### config.mk
export PLATFORM = sky130hd
export DESIGN_NAME = rtq_hash_cell
export DESIGN_NICKNAME = d
export VERILOG_FILES = /design/src/rtl/rtq_pkg.sv /design/src/rtl/rtq_hash_cell.sv
export SDC_FILE = /design/constraint.sdc
export NUM_CORES = 1
export LEC_CHECK = 0
export BUFFER_PORTS_ARGS = -buffer_cell sky130_fd_sc_hd__buf_2
export CORE_AREA = 2 2 163 165
export DETAILED_ROUTE_END_ITERATION = 16
export DIE_AREA = 0 0 165 167
export PLACE_DENSITY = 0.7
export SYNTH_ARGS = -nofsm -noshare
export SYNTH_HDL_FRONTEND = slang
export SYNTH_SLANG_ARGS = --single-unit
### constraint.sdc
create_clock -name clk -period 3.75 [get_ports clk]
set_input_delay 0.75 -clock clk [delete_from_list [all_inputs] [get_ports clk]]
set_output_delay 0.75 -clock clk [all_outputs]
set_load 0.01 [all_outputs]
### src/rtl/rtq_pkg.sv
package rtq_pkg;

    // Tuple and key geometry
    localparam int TUPLE_BYTES = 12;
    localparam int TUPLE_W     = 8 * TUPLE_BYTES;
    localparam int KEY_BITS    = 128;
    localparam int HASH_W      = 32;
    localparam int KEY_WIN_W   = HASH_W + 7;
    localparam int QUEUE_W     = 16;

    // Remainder chain: two dividend bits per cell
    localparam int MOD_BITS_PER_CELL = 2;
    localparam int MOD_CELLS         = HASH_W / MOD_BITS_PER_CELL;

    // Configuration register indexes
    localparam logic [1:0] REG_KEY_UPPER   = 2'd0;
    localparam logic [1:0] REG_KEY_LOWER   = 2'd1;
    localparam logic [1:0] REG_QUEUE_COUNT = 2'd2;

    // Item travelling along the hash cells
    typedef struct packed {
        logic                 hashed;
        logic [TUPLE_W-1:0]   tuple;
        logic [HASH_W-1:0]    hash;
        logic [QUEUE_W-1:0]   fallback;
    } rtq_hash_item_t;

    // Item travelling along the remainder cells
    typedef struct packed {
        logic                 hashed;
        logic [HASH_W-1:0]    hash;
        logic [QUEUE_W-1:0]   rem;
        logic [QUEUE_W-1:0]   fallback;
    } rtq_mod_item_t;

    // One restoring division step: shift in a dividend bit, subtract if it fits
    function automatic logic [QUEUE_W-1:0] rtq_mod_step(
        input logic [QUEUE_W-1:0] rem,
        input logic               bit_in,
        input logic [QUEUE_W-1:0] divisor
    );
        logic [QUEUE_W:0] trial;
        trial = {rem, bit_in};
        if (trial >= {1'b0, divisor})
        begin
            trial = trial - {1'b0, divisor};
        end
        return trial[QUEUE_W-1:0];
    endfunction

endpackage

### src/rtl/rtq_hash_cell.sv
module rtq_hash_cell #(
    parameter int IDX = 0
) (
    input  logic                          clk,
    input  logic                          rst_n,
    input  logic                          in_valid,
    output logic                          in_ready,
    input  rtq_pkg::rtq_hash_item_t       in_item,
    input  logic [rtq_pkg::KEY_BITS-1:0]  key,
    output logic                          out_valid,
    input  logic                          out_ready,
    output rtq_pkg::rtq_hash_item_t       out_item
);
    import rtq_pkg::*;

    localparam int WIN_TOP = KEY_BITS - 1 - 8 * IDX;

    logic                 valid_reg;
    logic                 valid_next;
    rtq_hash_item_t       item_reg;
    rtq_hash_item_t       item_next;
    logic [7:0]           tuple_byte;
    logic [KEY_WIN_W-1:0] key_win;
    logic [HASH_W-1:0]    acc;

    // Take the leading tuple byte and the key bits it spans
    assign tuple_byte = in_item.tuple[TUPLE_W-1 -: 8];
    assign key_win    = key[WIN_TOP -: KEY_WIN_W];

    // XOR in one key window for every set bit of the byte
    always_comb
    begin
        acc = '0;
        for (int b = 0; b < 8; b++)
        begin
            if (tuple_byte[7-b])
            begin
                acc = acc ^ key_win[KEY_WIN_W-1-b -: HASH_W];
            end
        end
    end

    // Advance when the next cell can take the held item
    assign in_ready = !valid_reg || out_ready;

    always_comb
    begin
        item_next          = in_item;
        item_next.tuple    = {in_item.tuple[TUPLE_W-9:0], 8'h00};
        item_next.hash     = in_item.hash ^ acc;
        valid_next         = in_ready ? in_valid : valid_reg;
    end

    always_ff @(posedge clk or negedge rst_n)
    begin
        if (!rst_n)
        begin
            valid_reg <= 1'b0;
        end
        else
        begin
            valid_reg <= valid_next;
        end
    end

    always_ff @(posedge clk)
    begin
        if (in_ready && in_valid)
        begin
            item_reg <= item_next;
        end
    end

    assign out_valid = valid_reg;
    assign out_item  = item_reg;

endmodule

==> results of run 1 <==
cells in the mapped netlist (all sizes together):
cell      n
dfrtp     1
xnor2   150
conb      1
nand2b    2
xnor3    32
nand2   256
clkbuf   22
xor2     42
and2      1
edfxtp  137
buf      35
report_power, final:
group	leakage [nW]	switching (mW)	total, mW	internal, mW
clock	0.326	0.770	1.92	1.15
combinational	2.88	0.504	1.05	0.547
sequential	1.32	0.0327	1.93	1.89
per-stage QoR:
stage	power, mW	setup slack, ps	cells	cell area, um2	hold WS (ps)
after floorplan	2.69	657	686	7840	454
after global placement	3.00	1240	1292	9640	506
after detailed placement	3.02	1220	1292	9640	532
after CTS	4.99	1680	1324	10300	74.7
after global routing	5.13	1560	1325	10300	67.5
final	4.90	1660	1326	10300	101
layer usage:
layer	vias up	track usage (%)
met4	2	3.52
met2	256	27.6
met5	-	0
li1	2756	-
met3	11	4.11
met1	2696	17.9
area by class of cell:
type	instances	area, um2
fillers	2487	15500
diodes	2	5.00
clock inverters	15	236
clock buffers	17	425
flip-flops and latches	138	4140
repair buffers	328	1670
well taps	335	419
multi-input cells	491	3410
state kept, by name, summed over array words and instances, names as in the netlist:
signal,cells
out_item,137
out_valid,1
placed cells by master (no fill, tap or decap):
| master | instances |
|---|---|
| clkinv_8 | 1 |
| dfrtp_1 | 1 |
| xnor2_1 | 150 |
| buf_12 | 2 |
| inv_8 | 5 |
| nand2_1 | 256 |
| clkbuf_16 | 17 |
| xor2_1 | 42 |
| and2_4 | 1 |
| nand2b_1 | 2 |
| edfxtp_1 | 137 |
| bufinv_16 | 4 |
| buf_2 | 326 |
| conb_1 | 8 |
| inv_6 | 5 |
| diode_2 | 2 |
| xnor3_1 | 32 |
final timing paths:
check                                to  slack, ps
min in group clk           out_item[79]        500
min reg2reg                   out_valid        560
max                        out_item[40]       1660
min                           out_valid        100
max in group asynchronous     out_valid       3560
max reg2reg                 out_item[5]       1970
critical path, cell delays in order:
cell	delay, ps
buf_2	570
nand2_1	160
xnor2_1	240
xnor2_1	180
xnor3_1	340
cells by family (layout without fill, tap and decap cells):
group | count (synthesis) | count (layout) | share of synthesized area, %
AND/OR/NAND/NOR | 259 | 259 | 12.5
XOR/XNOR | 224 | 224 | 30.8
flip-flops | 138 | 138 | 53.0
buffers and inverters | 57 | 360 | 3.62
other | 1 | 10 | 0.0480
==> impl_metrics.csv, run 1 <==
group,metric,value,unit
outcome,status,"complete, no violations",
floorplan,die_x,165,um
global_routing,grt_pass1_wl,31800,um
worst_setup_path,arrival,2250,ps
cts,post_cts_resized,0,
yosys,netlist_area,7810,um2
cts,cts_tree,"built",
sta,tightest_slew,765,ps
route,wl_met3,1850,um
global_routing,track_usage,15.3,%
cts,cts_made_buffers,17,
route,met2_length,11100,um
yosys,synth_area_leaders,"edfxtp_1 53%, xnor2_1 17%, nand2_1 12%",
worst_setup_path,crit_type,"input port to flip-flop",
worst_setup_path,worstRegToRegCells,3,
power_and_ir_drop,pwr_density_cell,475,nW/um2
route,wl_met1,8340,um
floorplan,io_pins,424,
sta,clock_skew,8.13,ps
sta,setup_viol,0,
yosys,ys_warn_count,0,
layout,layout-drive-gt1-share,36.5,%
global_routing,grt_pass1_vias,5551,
sta,timing.slew.headroom,49.0,%
cts,ctsHoldBuffers,0,
yosys,seq_area_frac_synth,53.0,%
route,postRouteAntennaNets,0,
global_routing,grt_max_degree,57,
placement,hpwl,15600,um
route,vias,5721,
cts,postCtsSetupRepairBufs,0,
yosys,netlist.area_leader.share,52.7,%
sta,rsz0062_at_grt,"no",
placement,place.gp.congestion,0.734,
sta,final-hold-violation-count,0,
cts,cts_root_buffer,"clkbuf_16",
yosys,syn_area_per_cell,11.5,um2
cts,h-tree-depth,4,
cts,cts_sinks,138,
yosys,ys_types,12,
worst_setup_path,required,3910,ps
yosys,synth_top_area_cell,"edfxtp_1",
floorplan,core_area,25800,um2
worst_setup_path,cp-end-kind,"flip-flop",
floorplan,die_height,167,um
floorplan,dieArea,27600,um2
yosys,ys_ff_latch,138,
job,maxCapViolCount,0,
worst_setup_path,r2r-start,"out_valid",
worst_setup_path,cp-startpoint,"in_item[142]",
route,viasPerCell,4.31,
floorplan,rows,59,
worst_setup_path,cp-start-kind,"input port",
sta,setup_tns,0,ps
route,drt_drc_violations_left,0,
hold_path,min_path_type,"input port to async pin",
layout,nets,1253,
global_routing,overflow,0,
placement,port_buffers,326,
cts,clock_latency,410,ps
worst_setup_path,cp_max_fo,32,
power_and_ir_drop,ir_worst_vdd,0.207,mV
sta,max_freq,478,MHz
power_and_ir_drop,p_leak,4.53,nW
route,firstDrtPassIters,4,
cts,clkTransAtPathRegs,70,ps
route,finalWirelength,21500,um
sta,period_share,55.7,%
sta,min_period,2090,ps
floorplan,initial_utilization,30.3,%
layout,area_growth,32.1,%
route,drtIter0Drc,482,
yosys,synthCells,679,
layout,final_core_util,40.0,%
cts,cts_buffer_depth,2,
sta,slew_viol_final,0,
route,wl_per_cell,16.2,um
global_routing,antenna_found_initial,3,
route,dr.max_layer_used,"met5",
(Power assumes the default switching activity.)
==> inputs of run 2 (changes only) <==
Clock period 3.75 ns to 1.85 ns, I/O delays scaled along.
==> impl_metrics.csv, run 2 (synthesis results as in run 1) <==
group,metric,value,unit
outcome,status,"complete, no violations",
layout,final_core_util,40.9,%
floorplan,dieArea,27600,um2
cts,postCtsSetupRepairBufs,0,
sta,final-hold-violation-count,0,
global_routing,grt_pass1_wl,32100,um
layout,area_growth,35.1,%
worst_setup_path,r2r_setup_slack,470,ps
layout,largest_register_ffs,137,
global_routing,grt_use_met2,27.2,%
floorplan,io_pins,424,
global_routing,grt.busiest_layer,"met2",
placement,place.gp.congestion,0.767,
route,vias,5793,
global_routing,track_usage,15.4,%
worst_setup_path,crit_type,"flip-flop to output pin",
hold_path,worstHoldStart,"in_item[70]",
cts,clock_latency,410,ps
sta,clock_skew,7.40,ps
cts,clkTransAtPathRegs,80,ps
job,maxCapViolCount,0,
layout,nets,1270,
sta,max_freq,705,MHz
worst_setup_path,cp_max_fo,3,
global_routing,overflow,0,
route,postRouteAntennaNets,0,
worst_setup_path,r2r-start,"out_valid",
power_and_ir_drop,pwr_density_cell,911,nW/um2
hold_path,whs_endpoint,"out_item[78]",
cts,cts_root_buffer,"clkbuf_16",
worst_setup_path,cp.buffers_inverters,1,
floorplan,rows,59,
global_routing,grt_pass1_vias,5698,
worst_setup_path,cp-start-kind,"flip-flop",
global_routing,grt_max_degree,66,
cts,h-tree-depth,4,
worst_setup_path,crit_family,"flip-flops",
worst_setup_path,crit_slowest_cell,"dfrtp_1",
cts,cts_sinks,138,
hold_path,holdPathStages,1,
route,finalWirelength,21900,um
power_and_ir_drop,p_leak,4.63,nW
cts,ctsHoldBuffers,1,
worst_setup_path,required,1480,ps
sta,min_period,1420,ps
sta,slew_viol_final,0,
layout,fill_cells,2486,
worst_setup_path,rr_endpoint,"out_item[114]",
cts,cts_buffer_depth,2,
worst_setup_path,worstRegToRegCells,3,
route,drtIter0Drc,330,
layout,final_common_cell,"buf_2",
layout,final_cell_mix,"326 x buf_2, 256 x nand2_1, 150 x xnor2_1",
worst_setup_path,cp-end-kind,"output pin",
floorplan,initial_utilization,30.3,%
sta,setup_viol,0,
layout,layout-drive-gt1-share,37.5,%
floorplan,die_x,165,um
route,firstDrtPassIters,4,
sta,period_share,76.6,%
placement,port_buffers,326,
floorplan,core_area,25800,um2
route,viasPerCell,4.31,
floorplan,die_height,167,um
placement,dpl.cell_count,1308,
worst_setup_path,worstPathCellList,"nand2b_1, buf_2",
hold_path,min_path_type,"input port to flip-flop",
worst_setup_path,cpPeakStageDelay,370,ps
power_and_ir_drop,ir_worst_vdd,0.643,mV
global_routing,met3_usage,4.08,%
placement,hpwl,16500,um
sta,rsz0062_at_grt,"no",
route,drt_drc_violations_left,0,
layout,instances_no_fill,1343,
global_routing,antenna_found_initial,5,
global_routing,use_met1,18.5,%
worst_setup_path,arrival,1050,ps
route,wl_per_cell,16.3,um
cts,post_cts_resized,0,
cts,cts_made_buffers,17,
cts,cts_tree,"built",
## run 2: report_power, final
group	leakage, nW	switching (mW)	total [mW]	internal, mW
Sequential	1.32	0.0635	3.90	3.84
Combinational	3.02	1.05	2.23	1.17
Clock	0.288	1.65	3.47	1.83
## run 2: routing by layer
layer,up-vias,part of all wire (%)
li1,2792,-
met1,2734,40
met2,243,51
met3,18,7.3
met4,6,0.89
met5,-,0.17
## run 2: how the worst max path moves through the flow
stage            startpoint           end  cells after the start
6_report          out_valid      in_ready                      2
2_1_floorplan     out_valid   out_item[0]                      2
5_1_grt           out_valid      in_ready                      2
4_1_cts           out_valid      in_ready                      2
3_3_place_gp   in_item[143]  out_item[16]                      6
3_5_place_dp   in_item[138]  out_item[21]                      6
## run 2: through the flow
step	setup slack, ps	total power, mW	instance area, um2	TNS (ps)	hold WS (ps)
after floorplan	-166	5.45	7840	-22700	74.4
after global placement	86.8	6.17	9930	0	145
after detailed placement	62.0	6.22	9930	0	146
after CTS	392	9.80	10500	0	92.9
after global routing	378	10.1	10500	0	86.7
final	432	9.60	10500	0	121
## run 2: worst register-to-register path, cell delays in order (launching register included)
cell and delay (ps):
dfrtp_1 370, nand2b_1 110, and2_4 210, buf_12 290
## run 2: cell type report
| type | instances | area [um2] | area share [%] |
|---|---|---|---|
| Tap cell | 335 | 419 | 3.97 |
| Clock buffer | 17 | 425 | 4.03 |
| Antenna cell | 2 | 5.00 | 0.0475 |
| Timing Repair Buffer | 345 | 1960 | 18.6 |
| Sequential cell | 138 | 4140 | 39.2 |
| Clock inverter | 15 | 179 | 1.70 |
| Multi-Input combinational cell | 491 | 3410 | 32.4 |
