**config.mk**
```make
export PLATFORM = sky130hd
export DESIGN_NAME = rtq_mod_cell
export DESIGN_NICKNAME = d
export VERILOG_FILES = /design/src/rtl/rtq_pkg.sv /design/src/rtl/rtq_mod_cell.sv
export SDC_FILE = /design/constraint.sdc
export NUM_CORES = 1
export LEC_CHECK = 0
export BUFFER_PORTS_ARGS = -buffer_cell sky130_fd_sc_hd__buf_4
export CAP_MARGIN = 20
export CORE_MARGIN = 2
export CORE_UTILIZATION = 49
export CTS_CLUSTER_DIAMETER = 40
export CTS_CLUSTER_SIZE = 14
export DETAILED_ROUTE_END_ITERATION = 8
export PLACE_DENSITY = 0.81
export SLEW_MARGIN = 20
export SYNTH_ARGS = -nofsm -noshare
export SYNTH_HDL_FRONTEND = slang
export SYNTH_SLANG_ARGS = --single-unit
```
**constraint.sdc**
```tcl
create_clock -name clk -period 2.6 [get_ports clk]
set_input_delay 0.13 -clock clk [delete_from_list [all_inputs] [get_ports clk]]
set_output_delay 0.13 -clock clk [all_outputs]
set_load 0.01 [all_outputs]
```
**src/rtl/rtq_pkg.sv**
```systemverilog
package rtq_pkg;

    // Tuple and key geometry
    localparam int TUPLE_BYTES = 12;
    localparam int TUPLE_W     = 8 * TUPLE_BYTES;
    localparam int KEY_BITS    = 128;
    localparam int HASH_W      = 32;
    localparam int KEY_WIN_W   = HASH_W + 7;
    localparam int QUEUE_W     = 16;

    // Remainder chain: two dividend bits per cell
    localparam int MOD_BITS_PER_CELL = 2;
    localparam int MOD_CELLS         = HASH_W / MOD_BITS_PER_CELL;

    // Configuration register indexes
    localparam logic [1:0] REG_KEY_UPPER   = 2'd0;
    localparam logic [1:0] REG_KEY_LOWER   = 2'd1;
    localparam logic [1:0] REG_QUEUE_COUNT = 2'd2;

    // Item travelling along the hash cells
    typedef struct packed {
        logic                 hashed;
        logic [TUPLE_W-1:0]   tuple;
        logic [HASH_W-1:0]    hash;
        logic [QUEUE_W-1:0]   fallback;
    } rtq_hash_item_t;

    // Item travelling along the remainder cells
    typedef struct packed {
        logic                 hashed;
        logic [HASH_W-1:0]    hash;
        logic [QUEUE_W-1:0]   rem;
        logic [QUEUE_W-1:0]   fallback;
    } rtq_mod_item_t;

    // One restoring division step: shift in a dividend bit, subtract if it fits
    function automatic logic [QUEUE_W-1:0] rtq_mod_step(
        input logic [QUEUE_W-1:0] rem,
        input logic               bit_in,
        input logic [QUEUE_W-1:0] divisor
    );
        logic [QUEUE_W:0] trial;
        trial = {rem, bit_in};
        if (trial >= {1'b0, divisor})
        begin
            trial = trial - {1'b0, divisor};
        end
        return trial[QUEUE_W-1:0];
    endfunction

endpackage

```
**src/rtl/rtq_mod_cell.sv**
```systemverilog
module rtq_mod_cell #(
    parameter int IDX = 0
) (
    input  logic                          clk,
    input  logic                          rst_n,
    input  logic                          in_valid,
    output logic                          in_ready,
    input  rtq_pkg::rtq_mod_item_t        in_item,
    input  logic [rtq_pkg::QUEUE_W-1:0]   divisor,
    output logic                          out_valid,
    input  logic                          out_ready,
    output rtq_pkg::rtq_mod_item_t        out_item
);
    import rtq_pkg::*;

    localparam int BIT_HI = HASH_W - 1 - MOD_BITS_PER_CELL * IDX;

    logic          valid_reg;
    logic          valid_next;
    rtq_mod_item_t item_reg;
    rtq_mod_item_t item_next;

    // Two restoring steps on the next dividend bits, most significant first
    always_comb
    begin
        item_next     = in_item;
        item_next.rem = rtq_mod_step(
            rtq_mod_step(in_item.rem, in_item.hash[BIT_HI], divisor),
            in_item.hash[BIT_HI-1], divisor);
        valid_next    = in_ready ? in_valid : valid_reg;
    end

    // Advance when the next cell can take the held item
    assign in_ready = !valid_reg || out_ready;

    always_ff @(posedge clk or negedge rst_n)
    begin
        if (!rst_n)
        begin
            valid_reg <= 1'b0;
        end
        else
        begin
            valid_reg <= valid_next;
        end
    end

    always_ff @(posedge clk)
    begin
        if (in_ready && in_valid)
        begin
            item_reg <= item_next;
        end
    end

    assign out_valid = valid_reg;
    assign out_item  = item_reg;

endmodule
```
==> impl_metrics.env, run 1 <==
export IMPL_grt_max_degree=35
export IMPL_synth_edf_count=65
export IMPL_clockBufferDepth=2
export IMPL_row_count=32
export IMPL_status="did not finish"
export IMPL_synth_seq_area_share_pct=51.75
export IMPL_timing_grt_repair_worst_endpoint="out_item[29]$_DFFE_PP_/D"
export IMPL_clockRootBuffer="clkbuf_8"
export IMPL_netlist_area_um2=3820
export IMPL_synth_ff_latch_count=66
export IMPL_synth_top_flop_cell="edfxtp_1"
export IMPL_port_buffers=151
export IMPL_dieWidth_um=92.30
export IMPL_gp_congestion=0.8551
export IMPL_synth_cell_types=50
export IMPL_grt_overflow_total=529
export IMPL_start_util_pct=49.95
export IMPL_failing_step="global routing (5_1_grt)"
export IMPL_dp_slack_ps=-1840
export IMPL_netlist_instances=320
export IMPL_gr_usage_all_layers_pct=94.93
export IMPL_syn_nets=439
export IMPL_place_area_um2=6190
export IMPL_ios=152
export IMPL_htreeDepth=3
export IMPL_tool_error="[ERROR GRT-0232] Routing congestion too high. Check the congestion heatmap in the GUI."
export IMPL_worstEpCategory="sequential cell input"
export IMPL_die_height_um=92.30
export IMPL_avgSynthCellArea_um2=11.94
export IMPL_post_dp_hpwl_mm=10.69
export IMPL_ys_warnings_count=0
export IMPL_numCtsBuffers=9
export IMPL_synthArstFlopShare_pct=1.515
export IMPL_clock_sinks=66
==> synth_stat cells (8+ instances only) <==
cell      number  area, µm²
edfxtp_1      65       1952
ha_1          32      400.4
inv_1         26      97.59
nand2_1       23      86.33
a21oi_1       22      110.1
nor2_1        15      56.30
xnor2_1       15      131.4
o21ai_0       14      70.07
mux2_1        12      135.1
xor2_1         9      78.83
a21o_1         8      60.06
==> per-layer routing <==
metal	track usage [%]	overflow
met5	32.69	0
met2	119.1	358
met3	71.52	2
met1	87.59	2
met4	110.6	167
==> stage by stage <==
step	instances	hold slack [ps]	setup TNS (ps)
floorplan	320	-165.6	-20890
global placement	686	-93.08	-24780
detailed placement	686	-86.78	-28350
CTS	761	61.91	-18900
==> cell families after synthesis <==
group / Yosys count / share of synthesized area, %
muxes: 19 / 5.535
and+or+nand+nor: 66 / 8.287
AOI/OAI and AO/OA: 80 / 14.05
DFF: 66 / 51.75
xor gates and xnor gates: 24 / 5.503
buffers and inverters: 31 / 3.341
adders and majority gates: 34 / 11.53
==> repair_timing <==
item	CTS
hold buffers	50
pin swaps	20
gates cloned	1
hold endpoints to repair	50
endpoints found under the setup margin	16
gates resized for setup	48
buffers inserted	8
==> run 2, diff against run 1 <==
CORE_UTILIZATION = 35   (was 49)
CTS_CLUSTER_DIAMETER = not set   (was 40)
CTS_CLUSTER_SIZE = not set   (was 14)
PLACE_DENSITY = not set   (was 0.81)
PLACE_DENSITY_LB_ADDON = 0.15   (was not set)
==> impl_metrics.env, run 2 <==
export IMPL_final_common_cell="buf_4"
export IMPL_synth_cell_types=50
export IMPL_synthTopCellsByArea="edfxtp_1 51%, ha_1 10%, mux2_1 3.5%"
export IMPL_drt_pass1_iter_count=4
export IMPL_dieArea_um2=11770
export IMPL_nFillCells=817
export IMPL_htreeDepth=3
export IMPL_clockRootBuffer="clkbuf_8"
export IMPL_drt_wl_total_mm=12.18
export IMPL_layout_area_seq_um2=1977
export IMPL_dieWidth_um=108.5
export IMPL_setup_slack_ps=-1176
export IMPL_route_detailed_drc=0
export IMPL_slew_viol_final=0
export IMPL_ys_warnings_count=0
export IMPL_synthArstFlopShare_pct=1.515
export IMPL_crit_required_ps=2700
export IMPL_globalRouteMet2Util_pct=38.48
export IMPL_first_iter_violations=155
export IMPL_vias=3793
export IMPL_setup_viol=16
export IMPL_numCtsBuffers=9
export IMPL_layout_common_cells="273 x buf_4, 65 x edfxtp_1, 50 x dlygate4sd3_1, 22 x nand2_1, 17 x ha_4"
export IMPL_grt_use_met3_pct=3.858
export IMPL_grt_overflow_total=0
export IMPL_fin_worst_skew_ps=4.892
export IMPL_p_leak_nw=3.214
export IMPL_netlist_area_um2=3820
export IMPL_crit_arrival_ps=3880
export IMPL_grt_setup_unrepaired="yes"
export IMPL_tns_ps=-18020
export IMPL_busiest_layer="met2"
export IMPL_power_mw=4.029
export IMPL_gp_congestion=0.9300
export IMPL_netlist_instances=320
export IMPL_antenna_found_initial=0
export IMPL_worst_path_max_fanout=8
export IMPL_period_needed_ps=3776
export IMPL_relSlewSlack_pct=63.90
export IMPL_multiInputGateArea_um2=2187
export IMPL_row_count=38
export IMPL_gr_usage_all_layers_pct=21.03
export IMPL_worstSetupStartpointType="input pin"
export IMPL_yosysMostFrequentCell="edfxtp_1"
export IMPL_cts_tree="built"
export IMPL_vdd_drop_max_uv=310.5
export IMPL_finalHoldViolations=0
export IMPL_largest_reg_flops=65
export IMPL_start_util_pct=35.55
export IMPL_grt_pass1_vias=3885
export IMPL_routed_via_density=4.724
export IMPL_status="complete, but fails checks"
export IMPL_crit_type="in2reg"
export IMPL_avgSynthCellArea_um2=11.94
export IMPL_drive_gt1_share_pct=57.01
export IMPL_finalCritPeriodShare_pct=145.2
export IMPL_synth_edf_count=65
export IMPL_slowest_stage="mux2_1"
export IMPL_nets=777
export IMPL_clockBufferDepth=2
export IMPL_grt_max_degree=37
export IMPL_clk_latency_ps=350
export IMPL_die_height_um=108.5
export IMPL_synth_top_flop_cell="edfxtp_1"
export IMPL_crit_chain="buf_4 > ha_4 > nand4_1 > buf_4 > a211oi_4 > nor3_4 > a31oi_4 > or2_4 > mux2_4 > ha_4 > a211o_1 > nor2_1 > o211ai_1 > a21oi_2 > o21ai_1 > a21o_1 > a31oi_4 > o21a_4 > mux2_1"
export IMPL_end_kind="flop"
export IMPL_crit_buf_inv=2
export IMPL_clkTransAtPathRegs_ps=70
export IMPL_wl_per_cell_um=15.17
export IMPL_diodes=0
export IMPL_port_buffers=151
export IMPL_grt_pass1_wl_mm=18.76
export IMPL_ios=152
export IMPL_maxCapViolCount=0
export IMPL_syn_nets=439
export IMPL_synth_common_cells="65 x edfxtp_1, 32 x ha_1, 26 x inv_1"
export IMPL_tightest_slew_ps=541.5
export IMPL_max_stage_delay_ps=350
export IMPL_violations="setup timing"
export IMPL_power_density_nw_per_um2=555.1
export IMPL_area_growth_syn_to_layout_pct=90.01
export IMPL_yosysTopAreaCell="edfxtp_1"
export IMPL_clock_sinks=66
export IMPL_synth_ff_latch_count=66
export IMPL_fin_util_pct=67.55
export IMPL_post_dp_hpwl_mm=8.714
export IMPL_synth_seq_area_share_pct=51.75
export IMPL_ant_nets=0
export IMPL_synth_top_area_share_pct=51.10
export IMPL_max_freq_mhz=264.8
export IMPL_core_um2=10750
export IMPL_grtUsageMet1_pct=23.81
export IMPL_hold_class="in2reg"
export IMPL_critPathTopFamily="compound AO/OA/AOI/OAI gates"
## run 2: cell counts after synthesis
Identical to the previous run, type by type.
## run 2: logic make-up (layout without fill, tap and decap cells)
family                   Yosys count  count (layout)  share of synthesized area [%]
multiplexers                      19              19                          5.535
XOR/XNOR                          24              24                          5.503
flip-flops                        66              66                          51.75
buffers and inverters             31             373                          3.341
adder cells (fa/ha/maj)           34              34                          11.53
AND/OR/NAND/NOR                   66              66                          8.287
AO/OA/AOI/OAI                     80              81                          14.05
## run 2: worst paths after layout
kind,start,slack [ps],cells after the start,endpoint
max,in_item[27],-1180,19,out_item[17]$_DFFE_PP_
min,in_item[63],60,2,out_item[63]$_DFFE_PP_
max reg2reg,out_valid$_DFFE_PN0N_,970,3,out_item[14]$_DFFE_PP_
min reg2reg,out_valid$_DFFE_PN0N_,580,2,out_valid$_DFFE_PN0N_
max in group asynchronous,rst_n,2410,2,out_valid$_DFFE_PN0N_
min in group asynchronous,rst_n,110,2,out_valid$_DFFE_PN0N_
## run 2: where the power goes
group / switching [mW] / internal, mW
logic: 0.845 / 1.12
clock network: 0.385 / 0.337
registers: 0.0278 / 1.32
## run 2: layer usage
metal | wire length, µm | share of wire (%)
met2 | 6172 | 51
met3 | 886 | 7.3
met4 | 195 | 1.6
met5 | 0 | 0
met1 | 4923 | 40
## run 2: stage by stage
stage	instance area (µm²)	hold slack [ps]	setup slack, ps	instances
floorplan	4084	-165.6	-1424	320
global placement	6185	-94.27	-1645	717
detailed placement	6185	-91.42	-1698	717
CTS	7079	45.50	-1157	793
global route	7258	55.27	-1359	803
finish	7258	60.88	-1176	803
## run 2: cell type report
type,instances,area share [%]
timing repair buffer,331,36.49
multi-input combinational,224,30.13
sequential,66,27.24
tap,140,2.413
clock buffer,10,1.758
inverter,26,1.500
clock inverter,6,0.4654
## run 2: timing repair
item                                   CTS  global route
resized for setup                       37            25
endpoints found under the hold margin   50             0
hold buffers                            50             0
setup endpoints to repair               16            16
gates cloned                             1             0
buffers inserted                         9            12
pin swaps                               17             7
(Power assumes the default switching activity.)
==> run 3, diff against run 2 <==
TNS_END_PERCENT = 10   (was not set)
==> impl_metrics.env, run 3 (synthesized netlist as in run 2, its figures left out) <==
export IMPL_layout_common_cells="258 x buf_4, 65 x edfxtp_1, 50 x dlygate4sd3_1, 24 x ha_1, 23 x nand2_1"
export IMPL_critPathTopFamily="compound AO/OA/AOI/OAI gates"
export IMPL_max_freq_mhz=260.1
export IMPL_grtUsageMet1_pct=22.52
export IMPL_area_growth_syn_to_layout_pct=82.48
export IMPL_slew_viol_final=0
export IMPL_finalCritPeriodShare_pct=147.9
export IMPL_relSlewSlack_pct=66.67
export IMPL_dieArea_um2=11770
export IMPL_crit_type="in2reg"
export IMPL_cp_depth=19
export IMPL_gp_congestion=0.8106
export IMPL_gr_usage_all_layers_pct=19.67
export IMPL_p_leak_nw=3.142
export IMPL_globalRouteMet2Util_pct=36.07
export IMPL_finalHoldViolations=0
export IMPL_maxCapViolCount=0
export IMPL_numCtsBuffers=9
export IMPL_grt_overflow_total=0
export IMPL_grt_use_met3_pct=4.882
export IMPL_grt_setup_unrepaired="yes"
export IMPL_worst_path_max_fanout=7
export IMPL_drt_pass1_iter_count=6
export IMPL_clock_sinks=66
export IMPL_clkTransAtPathRegs_ps=70
export IMPL_port_buffers=151
export IMPL_slowest_stage="mux2_2"
export IMPL_final_common_cell="buf_4"
export IMPL_htreeDepth=3
export IMPL_worstRegToRegCells=3
export IMPL_wl_per_cell_um=14.63
export IMPL_crit_arrival_ps=3930
export IMPL_core_um2=10750
export IMPL_power_density_nw_per_um2=569.4
export IMPL_setup_viol=16
export IMPL_fin_worst_skew_ps=5.877
export IMPL_setup_slack_ps=-1245
export IMPL_vdd_drop_max_uv=325.1
export IMPL_clockRootBuffer="clkbuf_8"
export IMPL_tightest_slew_ps=497.0
export IMPL_clockBufferDepth=2
export IMPL_nets=759
export IMPL_vias=3641
export IMPL_status="complete, but fails checks"
export IMPL_start_util_pct=35.55
export IMPL_routed_via_density=4.650
export IMPL_end_kind="flop"
export IMPL_power_mw=3.969
export IMPL_drt_wl_total_mm=11.46
export IMPL_crit_buf_inv=3
export IMPL_route_detailed_drc=0
export IMPL_hold_class="in2reg"
export IMPL_nFillCells=853
export IMPL_clk_latency_ps=330
export IMPL_cts_tree="built"
export IMPL_startpoint="divisor[1]"
export IMPL_max_stage_delay_ps=360
export IMPL_ant_nets=0
export IMPL_period_needed_ps=3845
export IMPL_dieWidth_um=108.5
export IMPL_antenna_found_initial=0
export IMPL_post_dp_hpwl_mm=8.594
export IMPL_rrSetupSlack_ps=1270
export IMPL_violations="setup timing"
export IMPL_busiest_layer="met2"
export IMPL_worstSetupStartpointType="input pin"
export IMPL_fin_area_um2=6970
export IMPL_crit_required_ps=2690
export IMPL_drive_gt1_share_pct=52.10
export IMPL_grt_max_degree=66
export IMPL_crit_chain="buf_4 > clkinvlp_4 > ha_4 > nor2b_1 > o21ai_2 > a211oi_2 > nor3_4 > a31oi_4 > or2_4 > buf_6 > mux2_2 > ha_1 > a21o_1 > a21oi_1 > o21ai_1 > a21o_1 > a31oi_4 > o21a_4 > mux2_1"
export IMPL_cp_endpoint="out_item[26]$_DFFE_PP_"
export IMPL_diodes=0
export IMPL_die_height_um=108.5
export IMPL_r2r_start="out_valid$_DFFE_PN0N_"
export IMPL_grt_pass1_wl_mm=17.75
export IMPL_place_area_um2=6057
export IMPL_largest_reg_flops=65
export IMPL_first_iter_violations=164
export IMPL_grt_pass1_vias=3744
export IMPL_row_count=38
export IMPL_r2r_end="out_item[64]$_DFFE_PP_"
export IMPL_ios=152
-- run 3: cell count changes in the layout (fill, tap and decap cells not counted), sizes merged --
| cell | delta |
|---|---|
| buf | -18 |
| bufinv | +1 |
| clkbuf | +1 |
| clkinv | -3 |
| clkinvlp | -1 |
-- run 3: layout make-up --
cell class	instances	area (µm²)	share of cell area (%)
Inverter	26	103.9	1.490
Multi-Input combinational cell	224	2029	29.12
Clock inverter	3	42.54	0.6103
Clock buffer	11	131.4	1.885
Sequential cell	66	1977	28.36
Tap cell	140	175.2	2.513
Timing Repair Buffer	313	2511	36.03
-- run 3: where the power goes --
group	internal, mW	switching [mW]	total [mW]
sequential	1.32	0.0270	1.35
combinational	1.05	0.792	1.84
clock	0.431	0.354	0.785
-- run 3: worst min-delay path by stage --
stage | depth (start not counted) | startpoint | slack [ps] | end
2_1_floorplan | 0 | rst_n | -170 | out_valid$_DFFE_PN0N_
3_3_place_gp | 1 | rst_n | -90 | out_valid$_DFFE_PN0N_
3_5_place_dp | 1 | rst_n | -90 | out_valid$_DFFE_PN0N_
4_1_cts | 2 | in_item[63] | 50 | out_item[63]$_DFFE_PP_
5_1_grt | 2 | in_item[63] | 40 | out_item[63]$_DFFE_PP_
6_report | 2 | in_item[63] | 70 | out_item[63]$_DFFE_PP_
-- run 3: what timing repair did --
item,4_1_cts,5_1_grt
hold buffers,50,0
endpoints found under the hold margin,50,0
buffers inserted,2,1
gates cloned,1,0
pin swaps,14,29
resized for setup,22,25
setup endpoints to repair,16,16
-- run 3: per-stage QoR --
| stage | TNS (ps) | util [%] | hold slack [ps] | instances | setup WS (ps) |
|---|---|---|---|---|---|
| 3_3_place_gp | -30070 | 56.37 | -94.09 | 716 | -1924 |
| 6_report | -19260 | 64.87 | 66.43 | 783 | -1245 |
| 4_1_cts | -21190 | 63.81 | 45.69 | 783 | -1374 |
| 5_1_grt | -21970 | 64.87 | 39.65 | 783 | -1412 |
| 2_1_floorplan | -21950 | - | -165.6 | 320 | -1482 |
| 3_5_place_dp | -30060 | 56.37 | -93.76 | 716 | -1929 |
-- run 3: metal layers --
metal	vias to the layer above	wire length, µm
li1	1827	-
met4	0	100
met2	124	5723
met3	9	816
met1	1681	4814
met5	-	0
==> run 4, diff against run 3 <==
REMOVE_ABC_BUFFERS = 1   (was not set)
==> impl_metrics.env, run 4 (synthesized netlist as in run 2, its figures left out) <==
export IMPL_status="complete, but fails checks"
export IMPL_violations="setup timing"
export IMPL_drive_gt1_share_pct=54.43
export IMPL_worstSetupStartpointType="input pin"
export IMPL_largest_reg_flops=65
export IMPL_diodes=0
export IMPL_hold_class="in2reg"
export IMPL_grt_setup_unrepaired="yes"
export IMPL_period_needed_ps=3943
export IMPL_crit_arrival_ps=4030
export IMPL_clockBufferDepth=2
export IMPL_dieWidth_um=108.5
export IMPL_gr_usage_all_layers_pct=19.74
export IMPL_wl_per_cell_um=15.07
export IMPL_htreeDepth=3
export IMPL_drt_wl_total_mm=11.97
export IMPL_relSlewSlack_pct=53.97
export IMPL_antenna_found_initial=0
export IMPL_nets=768
export IMPL_clk_latency_ps=340
export IMPL_routed_via_density=4.720
export IMPL_worst_path_max_fanout=8
export IMPL_power_mw=4.023
export IMPL_min_path_cells=2
export IMPL_start_util_pct=35.55
export IMPL_crit_type="in2reg"
export IMPL_fin_util_pct=65.94
export IMPL_setup_slack_ps=-1343
export IMPL_vdd_drop_max_uv=240.9
export IMPL_p_leak_nw=3.209
export IMPL_numCtsBuffers=9
export IMPL_post_dp_hpwl_mm=8.628
export IMPL_clock_sinks=66
export IMPL_first_iter_violations=85
export IMPL_dieArea_um2=11770
export IMPL_die_height_um=108.5
export IMPL_tightest_slew_ps=690.5
export IMPL_ios=152
export IMPL_dp_cells=715
export IMPL_nFillCells=842
export IMPL_port_buffers=151
export IMPL_final_common_cell="buf_4"
export IMPL_clockRootBuffer="clkbuf_8"
export IMPL_grt_pass1_wl_mm=17.76
export IMPL_row_count=38
export IMPL_setup_viol=16
export IMPL_worstRegToRegCells=3
export IMPL_final_cells=794
export IMPL_layout_area_seq_um2=1977
export IMPL_slew_viol_final=0
export IMPL_gp_congestion=0.8759
export IMPL_clkTransAtPathRegs_ps=80
export IMPL_route_detailed_drc=0
export IMPL_drt_pass1_iter_count=4
export IMPL_grt_pass1_vias=3756
export IMPL_area_growth_syn_to_layout_pct=85.49
export IMPL_dp_slack_ps=-2056
export IMPL_multiInputGateArea_um2=2083
export IMPL_ant_nets=0
export IMPL_fin_worst_skew_ps=14.06
export IMPL_grt_max_degree=36
export IMPL_finalCritPeriodShare_pct=151.7
export IMPL_tns_ps=-20550
export IMPL_layout_common_cells="266 x buf_4, 65 x edfxtp_1, 50 x dlygate4sd3_1, 24 x ha_1, 23 x nand2_1"
export IMPL_cts_tree="built"
export IMPL_core_um2=10750
export IMPL_end_kind="flop"
export IMPL_finalHoldViolations=0
export IMPL_power_density_nw_per_um2=567.8
export IMPL_grt_overflow_total=0
export IMPL_maxCapViolCount=0
export IMPL_max_freq_mhz=253.6
export IMPL_vias=3748
export IMPL_crit_required_ps=2680
run 4: metal layers:
layer  part of all wire (%)  vias up  track usage, %
met4                    1.8        0           6.960
met2                     50      129           34.82
li1                       -     1849               -
met5                      0        -               0
met1                     42     1755           23.61
met3                    5.8       15           4.340
run 4: repair_timing:
item	in CTS	in global routing
endpoints found under the setup margin	16	16
resized for setup	44	33
pin swaps	23	33
hold buffers	50	0
setup buffers	5	7
hold endpoints to repair	50	0
gates cloned	1	0
run 4: where the power goes:
part / leakage [nW] / total (mW) / switching, mW / internal, mW
Clock: 0.0927 / 0.737 / 0.393 / 0.343
Sequential: 0.630 / 1.35 / 0.0283 / 1.32
Combinational: 2.49 / 1.94 / 0.846 / 1.09
run 4: critical path, stage by stage:
cell and delay [ps]:
buf_8 100, inv_4 50, ha_4 130, inv_2 30
fa_2 370, a211oi_4 260, o21bai_2 120, a21oi_2 190
nand3_2 100, a221o_1 360, o311ai_2 260, xnor2_1 100
mux2i_1 200, inv_1 100, ha_4 220, nand4_1 80
nor3_2 60, a41oi_2 240, o31ai_4 120, a21oi_4 170
o21a_4 300, mux2_4 330
run 4: final timing paths:
kind | slack (ps) | end | startpoint
min in group asynchronous | 120 | out_valid$_DFFE_PN0N_ | rst_n
worst min register to register | 540 | out_valid$_DFFE_PN0N_ | out_valid$_DFFE_PN0N_
worst min-delay path | 70 | out_item[63]$_DFFE_PP_ | in_item[63]
max in group asynchronous | 2400 | out_valid$_DFFE_PN0N_ | rst_n
worst max register to register | 890 | out_item[39]$_DFFE_PP_ | out_valid$_DFFE_PN0N_
worst max-delay path | -1340 | out_item[23]$_DFFE_PP_ | in_item[63]
run 4: cell type report:
cell class / count / area share, %
timing repair buffer: 322 / 36.38
multi-input combinational: 224 / 29.40
sequential: 66 / 27.90
tap: 140 / 2.472
clock buffer: 9 / 1.748
inverter: 26 / 1.448
clock inverter: 7 / 0.6534
run 4: through the flow:
stage                     area [µm²]  hold WS (ps)
after floorplan                 3790        -165.6
after global placement          5931        -94.82
after detailed placement        5931        -91.70
after CTS                       6868         39.87
after global routing            7086         49.40
final                           7086         66.20
